$ cat src/rtl/dsc_pkg.sv
package dsc_pkg;

  // Frame layout constants.
  localparam int          COUNT_W       = 7;
  localparam logic [6:0]  COUNT_MAX     = 7'd127;
  localparam logic [7:0]  SEQ_TAG       = 8'h30;
  localparam logic [7:0]  INT_TAG       = 8'h02;
  localparam logic [7:0]  MIN_SIG_BYTES = 8'd8;
  localparam logic [7:0]  MAX_SIG_BYTES = 8'd72;
  localparam logic [7:0]  SCHNORR_BYTES = 8'd64;

  // Queue between the byte parser and the status stage.
  localparam int QUEUE_DEPTH = 4;
  localparam int QPTR_W      = $clog2(QUEUE_DEPTH);
  localparam int QCNT_W      = $clog2(QUEUE_DEPTH + 1);

  localparam int CFG_INDEX_W = 2;

  typedef enum logic [CFG_INDEX_W-1:0] {
    CFG_SCHNORR_ENABLED  = 2'd0,
    CFG_ECDSA_ONLY       = 2'd1,
    CFG_DER_CHECK_ENABLE = 2'd2
  } cfg_index_t;

  typedef enum logic [1:0] {
    STATUS_OK          = 2'd0,
    STATUS_BAD_SCHNORR = 2'd1,
    STATUS_BAD_DER     = 2'd2
  } status_t;

  typedef struct packed {
    logic schnorr_enabled;
    logic ecdsa_only;
    logic der_check_enable;
  } cfg_t;

  // Everything the status stage needs about one finished signature.
  typedef struct packed {
    logic       size_known;
    logic [7:0] size;
    logic       der_error;
    logic [7:0] total_length;
    logic [7:0] r_length;
    logic [7:0] s_length;
  } frame_sum_t;

endpackage

$ cat src/rtl/dsc_front.sv
module dsc_front (
  input  logic                clk,
  input  logic                rst,
  input  logic [7:0]          sig_byte,
  input  logic                is_last,
  input  logic                push,
  input  logic                q_full,
  output logic                full,
  output logic                sum_valid,
  output dsc_pkg::frame_sum_t sum
);
  import dsc_pkg::*;

  logic [COUNT_W-1:0] byte_count, byte_count_next;
  logic [7:0]         total_length, total_length_next;
  logic [7:0]         r_length, r_length_next;
  logic [7:0]         s_length, s_length_next;
  logic [7:0]         r_first, r_first_next;
  logic [7:0]         s_first, s_first_next;
  logic               der_error, der_error_next;

  logic       accept;
  logic       saturated;
  logic [8:0] pos;
  logic [8:0] s_tag;

  assign full      = q_full;
  assign accept    = push && !q_full;
  assign saturated = (byte_count == COUNT_MAX);
  assign pos       = {2'b00, byte_count};
  assign s_tag     = {1'b0, r_length} + 9'd4;

  always_comb begin
    byte_count_next   = byte_count;
    total_length_next = total_length;
    r_length_next     = r_length;
    s_length_next     = s_length;
    r_first_next      = r_first;
    s_first_next      = s_first;
    der_error_next    = der_error;
    if (!saturated) begin
      if (pos == 9'd0 && sig_byte != SEQ_TAG) der_error_next = 1'b1;
      if (pos == 9'd1) total_length_next = sig_byte;
      if (pos == 9'd2 && sig_byte != INT_TAG) der_error_next = 1'b1;
      if (pos == 9'd3) begin
        r_length_next = sig_byte;
        if (sig_byte == 8'd0) der_error_next = 1'b1;
      end
      if (pos == 9'd4) begin
        r_first_next = sig_byte;
        if (sig_byte[7]) der_error_next = 1'b1;
      end
      if (pos == 9'd5 && r_length > 8'd1 && r_first == 8'd0 && !sig_byte[7]) begin
        der_error_next = 1'b1;
      end
      if (pos == s_tag && sig_byte != INT_TAG) der_error_next = 1'b1;
      if (pos == s_tag + 9'd1) begin
        s_length_next = sig_byte;
        if (sig_byte == 8'd0) der_error_next = 1'b1;
      end
      if (pos == s_tag + 9'd2) begin
        s_first_next = sig_byte;
        if (sig_byte[7]) der_error_next = 1'b1;
      end
      if (pos == s_tag + 9'd3 && s_length > 8'd1 && s_first == 8'd0 && !sig_byte[7]) begin
        der_error_next = 1'b1;
      end
      byte_count_next = byte_count + 1'b1;
    end
  end

  // The summary carries the state as it stands after the last byte.
  assign sum_valid        = accept && is_last;
  assign sum.size_known   = !saturated;
  assign sum.size         = {1'b0, byte_count} + 8'd1;
  assign sum.der_error    = der_error_next;
  assign sum.total_length = total_length_next;
  assign sum.r_length     = r_length_next;
  assign sum.s_length     = s_length_next;

  always_ff @(posedge clk) begin
    if (rst || (accept && is_last)) begin
      byte_count   <= '0;
      total_length <= '0;
      r_length     <= '0;
      s_length     <= '0;
      r_first      <= '0;
      s_first      <= '0;
      der_error    <= 1'b0;
    end else if (accept) begin
      byte_count   <= byte_count_next;
      total_length <= total_length_next;
      r_length     <= r_length_next;
      s_length     <= s_length_next;
      r_first      <= r_first_next;
      s_first      <= s_first_next;
      der_error    <= der_error_next;
    end
  end

  a_frame_restart: assert property (@(posedge clk) disable iff (rst)
    (accept && is_last) |=> (byte_count == '0 && !der_error))
    else $error("frame state not cleared after the last byte");

endmodule

$ cat src/rtl/dsc_queue.sv
module dsc_queue (
  input  logic                clk,
  input  logic                rst,
  input  logic                push,
  input  dsc_pkg::frame_sum_t wr_data,
  input  logic                pop,
  output dsc_pkg::frame_sum_t rd_data,
  output logic                full,
  output logic                empty
);
  import dsc_pkg::*;

  frame_sum_t        entries [QUEUE_DEPTH];
  logic [QPTR_W-1:0] wr_ptr;
  logic [QPTR_W-1:0] rd_ptr;
  logic [QCNT_W-1:0] count;

  logic do_push;
  logic do_pop;

  assign full    = (count == QCNT_W'(QUEUE_DEPTH));
  assign empty   = (count == '0);
  assign do_push = push && !full;
  assign do_pop  = pop && !empty;
  assign rd_data = entries[rd_ptr];

  always_ff @(posedge clk) begin
    if (do_push) begin
      entries[wr_ptr] <= wr_data;
    end
  end

  always_ff @(posedge clk) begin
    if (rst) begin
      wr_ptr <= '0;
      rd_ptr <= '0;
      count  <= '0;
    end else begin
      if (do_push) wr_ptr <= wr_ptr + 1'b1;
      if (do_pop) rd_ptr <= rd_ptr + 1'b1;
      if (do_push && !do_pop) begin
        count <= count + 1'b1;
      end else if (do_pop && !do_push) begin
        count <= count - 1'b1;
      end
    end
  end

  a_count_bound: assert property (@(posedge clk) disable iff (rst)
    count <= QCNT_W'(QUEUE_DEPTH))
    else $error("queue count beyond its depth");

  a_no_overflow: assert property (@(posedge clk) disable iff (rst)
    !(push && full))
    else $error("summary pushed into a full queue");

endmodule

$ cat src/rtl/dsc_back.sv
module dsc_back (
  input  logic                clk,
  input  logic                rst,
  input  dsc_pkg::cfg_t       cfg,
  input  logic                q_empty,
  input  dsc_pkg::frame_sum_t sum,
  output logic                q_pop,
  output logic                out_valid,
  input  logic                out_pop,
  output dsc_pkg::status_t    status
);
  import dsc_pkg::*;

  status_t    status_next;
  logic       take;
  logic       der_ok;
  logic [9:0] len_sum;

  assign take    = !q_empty && (!out_valid || out_pop);
  assign q_pop   = take;
  assign len_sum = {2'b00, sum.r_length} + {2'b00, sum.s_length} + 10'd6;

  // Size bounds guard the subtractions, so wrap below 8 never matters.
  assign der_ok = sum.size_known && !sum.der_error &&
                  sum.size >= MIN_SIG_BYTES && sum.size <= MAX_SIG_BYTES &&
                  sum.total_length == sum.size - 8'd2 &&
                  sum.r_length <= sum.size - 8'd7 &&
                  len_sum == {2'b00, sum.size};

  always_comb begin
    if (cfg.schnorr_enabled && sum.size_known && sum.size == SCHNORR_BYTES) begin
      status_next = cfg.ecdsa_only ? STATUS_BAD_SCHNORR : STATUS_OK;
    end else if (cfg.der_check_enable) begin
      status_next = der_ok ? STATUS_OK : STATUS_BAD_DER;
    end else begin
      status_next = STATUS_OK;
    end
  end

  always_ff @(posedge clk) begin
    if (rst) begin
      out_valid <= 1'b0;
    end else if (take) begin
      out_valid <= 1'b1;
    end else if (out_pop) begin
      out_valid <= 1'b0;
    end
  end

  always_ff @(posedge clk) begin
    if (take) begin
      status <= status_next;
    end
  end

  a_take_fills: assert property (@(posedge clk) disable iff (rst)
    take |=> out_valid)
    else $error("status stage took a summary but shows no result");

endmodule

$ cat src/rtl/der_signature_encoding_check_unit.sv
// Strict DER signature encoding check.
// Input channel: one signature byte per beat on sig_byte, with is_last high
// on the final byte (sighash byte already removed). A beat is taken when
// push is high and full is low; a new byte can be taken every cycle while full stays low.
// Result channel: one status_code per signature (0 ok, 1 bad Schnorr length,
// 2 bad DER form). The result is valid while empty is low and is taken by
// pop. The status of a signature passes first through the summary queue,
// written by the edge that takes its last byte, and then the output register,
// which is loaded from the queue once it is free.
// Throughput is one byte per cycle while full is low, set by the byte parser,
// which looks at each byte once as it arrives.
// Configuration: cfg_valid/cfg_ready (always ready) write cfg_data to the
// register selected by cfg_index: 0 Schnorr enable, 1 ECDSA-only context,
// 2 DER check enable. Write only while no signature is in flight.
// Reset (rst, synchronous) clears the frame state, empties the queue and the
// output register, and sets the registers to 0, 0 and 1.
// When the receiver stalls, finished summaries collect in a four-entry queue;
// full rises only when that queue and the output register are all occupied.
module der_signature_encoding_check_unit (
  input  logic                                clk,
  input  logic                                rst,
  input  logic                                push,
  output logic                                full,
  input  logic [7:0]                          sig_byte,
  input  logic                                is_last,
  output logic                                empty,
  input  logic                                pop,
  output dsc_pkg::status_t                    status_code,
  input  logic                                cfg_valid,
  output logic                                cfg_ready,
  input  logic [dsc_pkg::CFG_INDEX_W-1:0]     cfg_index,
  input  logic                                cfg_data
);
  import dsc_pkg::*;

  cfg_t       cfg;
  logic       sum_valid;
  frame_sum_t sum_in;
  frame_sum_t sum_out;
  logic       q_full;
  logic       q_empty;
  logic       q_pop;
  logic       out_valid;

  // Register writes are accepted in every cycle.
  assign cfg_ready = 1'b1;

  always_ff @(posedge clk) begin
    if (rst) begin
      cfg.schnorr_enabled  <= 1'b0;
      cfg.ecdsa_only       <= 1'b0;
      cfg.der_check_enable <= 1'b1;
    end else if (cfg_valid && cfg_ready) begin
      unique case (cfg_index)
        CFG_SCHNORR_ENABLED:  cfg.schnorr_enabled  <= cfg_data;
        CFG_ECDSA_ONLY:       cfg.ecdsa_only       <= cfg_data;
        CFG_DER_CHECK_ENABLE: cfg.der_check_enable <= cfg_data;
        default: ;
      endcase
    end
  end

  // Front: parses bytes and hands a summary over at the last byte.
  dsc_front u_front (
    .clk       (clk),
    .rst       (rst),
    .sig_byte  (sig_byte),
    .is_last   (is_last),
    .push      (push),
    .q_full    (q_full),
    .full      (full),
    .sum_valid (sum_valid),
    .sum       (sum_in)
  );

  // Short queue that lets the parser run while results wait.
  dsc_queue u_queue (
    .clk     (clk),
    .rst     (rst),
    .push    (sum_valid),
    .wr_data (sum_in),
    .pop     (q_pop),
    .rd_data (sum_out),
    .full    (q_full),
    .empty   (q_empty)
  );

  // Back: length checks and the status register on the result side.
  dsc_back u_back (
    .clk       (clk),
    .rst       (rst),
    .cfg       (cfg),
    .q_empty   (q_empty),
    .sum       (sum_out),
    .q_pop     (q_pop),
    .out_valid (out_valid),
    .out_pop   (pop),
    .status    (status_code)
  );

  assign empty = !out_valid;

endmodule
$ cat config.mk
export PLATFORM = sky130hd
export DESIGN_NAME = der_signature_encoding_check_unit
export DESIGN_NICKNAME = d
export VERILOG_FILES = /design/src/rtl/dsc_pkg.sv /design/src/rtl/dsc_front.sv /design/src/rtl/dsc_queue.sv /design/src/rtl/dsc_back.sv /design/src/rtl/der_signature_encoding_check_unit.sv
export SDC_FILE = /design/constraint.sdc
export NUM_CORES = 1
export LEC_CHECK = 0
export BUFFER_PORTS_ARGS = -buffer_cell sky130_fd_sc_hd__buf_2
export CELL_PAD_IN_SITES_DETAIL_PLACEMENT = 0
export CELL_PAD_IN_SITES_GLOBAL_PLACEMENT = 1
export CORE_MARGIN = 3
export CORE_UTILIZATION = 55
export DETAILED_ROUTE_END_ITERATION = 6
export PLACE_DENSITY = 0.89
export SETUP_SLACK_MARGIN = 0.1
export SYNTH_ARGS = -nofsm -noshare
export SYNTH_HDL_FRONTEND = slang
export SYNTH_HIERARCHICAL = 1
export SYNTH_SLANG_ARGS = --single-unit
$ cat constraint.sdc
create_clock -name clk -period 8.3 [get_ports clk]
set_input_delay 0.415 -clock clk [delete_from_list [all_inputs] [get_ports clk]]
set_output_delay 0.415 -clock clk [all_outputs]
set_load 0.03 [all_outputs]
==> flow_metrics.py <==
metrics = {
    "place": {
        "post-place-ws_ns": 4.14,
        "gp_congestion": 0.855,
        "placed_cells": 1034,
        "hpwl_mm": 15.3,
        "numPortBuffers": 20,
        "dpl_cell_area_um2": 10400,
    },
    "cts": {
        "clockBufferDepth": 2,
        "h-tree-depth": 4,
        "cts-root-buf": "clkbuf_16",
        "holdBufCountCts": 0,
        "insertion_delay_ns": 0.44,
        "post_cts_resized": 0,
        "clkSlewWorstSetupHoldPaths_ns": 0.08,
        "cts_tree": "done",
        "cts_made_buffers": 17,
        "post_cts_buffers": 0,
        "numClockSinks": 199,
    },
    "setup_path": {
        "critPathLaunchType": "register",
        "worstSetupPathType": "reg2reg",
        "cp.arrival_ns": 4.43,
        "critPathMaxFanout": 34,
        "worst_setup_path_end_kind": "register",
        "cp_data_required_time_ns": 8.48,
    },
    "route": {
        "drt_iter0_drc": 508,
        "vias": 6531,
        "routed_wl_mm": 22.1,
        "post_drt_wl_per_cell_um": 20.8,
        "ant_nets": 0,
        "route.detailed.drc": 0,
        "vias_per_cell": 6.13,
        "drt_first_pass_iters": 6,
    },
    "logic_synthesis": {
        "synth-seq-cells": 199,
        "synth_top_area_share_pct": 40.5,
        "synth_seq_area_share_pct": 52.5,
        "synth_flop_cell": "edfxtp_1",
        "syn_nets": 887,
        "ys_warn_count": 6,
        "syn_area_per_cell_um2": 12.3,
        "synthTopCellsByArea": "edfxtp_1 (41%), dfxtp_1 (12%), mux4_2 (7.5%)",
        "ys_types": 78,
        "syn_inst": 828,
        "syn_area_um2": 10200,
        "synth_common_cells": "edfxtp_1 (138), nor2_1 (73), dfxtp_1 (61)",
        "synth.most_common_cell": "edfxtp_1",
        "synth-edff-count": 138,
        "synthArstFlopShare_pct": 0,
        "yosys.area.top_type": "edfxtp_1",
    },
    "power": {
        "peakVddDrop_mv": 0.179,
        "total_power_mw": 3.11,
        "power.density_nw_per_um2": 283,
        "leakagePower_nw": 3.96,
    },
    "min_path": {
        "min_path_type": "in2reg",
    },
    "global_routing": {
        "met1_usage_pct": 28.7,
        "grt-ovfl-total": 0,
        "track_usage_pct": 22.7,
        "grt_max_degree": 49,
        "grt_pass1_wl_mm": 35.4,
        "grt_pass1_vias": 6609,
        "gr-max-usage-layer": "met2",
        "grtUsageMet2_pct": 38.5,
        "use_met3_pct": 4.17,
        "grt_antenna_before_repair": 0,
    },
    "cells_and_area": {
        "antennaDiodeCount": 0,
        "fillers": 1360,
        "post-route-util_pct": 60.7,
        "areaGrowthSynthToFinish_pct": 7.32,
        "final_nets": 883,
        "fin_area_um2": 11000,
        "drive_above_1_share_pct": 15.4,
        "stdcell_count": 1066,
    },
    "timing": {
        "setup_viol": 0,
        "tns_ns": 0,
        "hold_viol_final": 0,
        "setup_ws_ns": 4.05,
        "tightestPinTransition_ns": 0.997,
        "clock_skew_ns": 0.0154,
        "period_minus_slack_ns": 4.25,
        "maxSlewViolCount": 0,
        "holdWs_ns": 0.241,
        "rsz0062_at_grt": "false",
        "slew_headroom_pct": 32.9,
        "fin_crit_sh_pct": 51.2,
        "fmax_mhz": 235,
    },
    "run_status": {
        "status": "complete, no violations",
    },
    "die": {
        "rows": 49,
        "die_area_um2": 20300,
        "die_w_um": 142,
        "fp.coreArea_um2": 18100,
        "io-pin-count": 22,
        "die_y_um": 142,
        "initial_core_util_pct": 56.5,
    },
    "run": {
        "cap_violations": 0,
    },
}
power breakdown:
part / total [mW] / internal (mW) / leakage [nW] / switching [mW]
logic: 1.14 / 0.483 / 1.90 / 0.653
clock network: 0.811 / 0.429 / 0.287 / 0.382
registers: 1.16 / 1.13 / 1.77 / 0.0338
total: 3.11 / 2.04 / 3.96 / 1.07
final timing paths:
kind                       startpoint  slack (ns)  cells after the start                        endpoint
setup / recovery             register        4.05                     13  u_back/status[1]$_SDFFCE_PP0P_
hold / removal               cfg_data        0.24                      3             cfg[0]$_SDFFE_PP1P_
setup reg to reg             register        4.05                     13  u_back/status[1]$_SDFFCE_PP0P_
hold reg to reg   cfg[2]$_SDFFE_PP0P_        0.48                      2             cfg[2]$_SDFFE_PP0P_
cells in the final DEF (no fill, tap or decap), types with 4 or more instances in the layout:
cell type,Yosys,final
edfxtp_1,138,138
nor2_1,73,73
dfxtp_1,61,60
nand2_1,43,43
ha_1,40,40
mux2i_1,38,38
inv_1,36,36
xnor2_1,34,34
mux4_2,34,34
a21oi_1,31,31
xor2_1,21,21
buf_2,10,20
nand2b_1,19,19
o21ai_0,19,19
nand3_1,18,18
clkbuf_16,0,17
mux2_2,15,15
nor3_1,14,14
nor4_1,13,13
a211oi_1,11,11
or3_1,10,10
nand4_1,10,10
and2_1,8,8
buf_4,6,7
inv_6,0,5
o2111ai_1,5,5
inv_8,0,4
nor2b_1,5,4
or4_1,4,4
registers in the layout (all words and copies together) (netlist names), named ones only:
register and flops:
u_queue/entries 136, u_front/r_first 8, u_front/r_length 8, u_front/s_first 8
u_front/s_length 8, u_front/total_length 8, u_front/byte_count 7, cfg 3
u_queue/count 3, u_back/status 2, u_queue/rd_ptr 2, u_queue/wr_ptr 2
u_back/out_valid 1, u_front/der_error 1
critical path: stages (launching register included):
cell	delay, ns
dfxtp_2	0.34
buf_4	0.53
mux4_2	0.64
ha_1	0.25
inv_1	0.09
fa_1	0.47
ha_1	0.33
xnor2_1	0.13
nor4_1	0.22
nand4_1	0.13
a2111oi_0	0.44
nand3_1	0.14
a211oi_1	0.18
a21oi_1	0.09
metal layers:
metal / vias to the layer above / wire (µm) / part of all wire (%)
met5: - / 0 / 0
met4: 0 / 713 / 3.2
met3: 47 / 1000 / 4.5
met2: 198 / 11100 / 50
met1: 3222 / 9300 / 42
li1: 3064 / - / -
area by class of cell:
class	instances	area (µm²)	share of cell area [%]
well taps	229	287	2.61
clock inverters	14	156	1.43
flip-flops and latches	199	5370	48.9
inverters	36	135	1.23
multi-input cells	543	4450	40.5
repair buffers	27	153	1.39
clock buffers	18	429	3.91
cells by family (layout without fill, tap and decap cells):
| kind of cell | Yosys count | after routing | share of synthesized area, % |
|---|---|---|---|
| flops | 199 | 199 | 52.5 |
| fa+ha+maj | 42 | 42 | 5.29 |
| simple gates | 247 | 247 | 12.8 |
| mux | 87 | 87 | 12.9 |
| xor+xnor | 57 | 57 | 5.23 |
| other cells | 1 | 1 | 0.0367 |
| buf+inv | 86 | 95 | 4.06 |
| compound gates | 109 | 109 | 7.29 |
(Power assumes the default switching activity.)
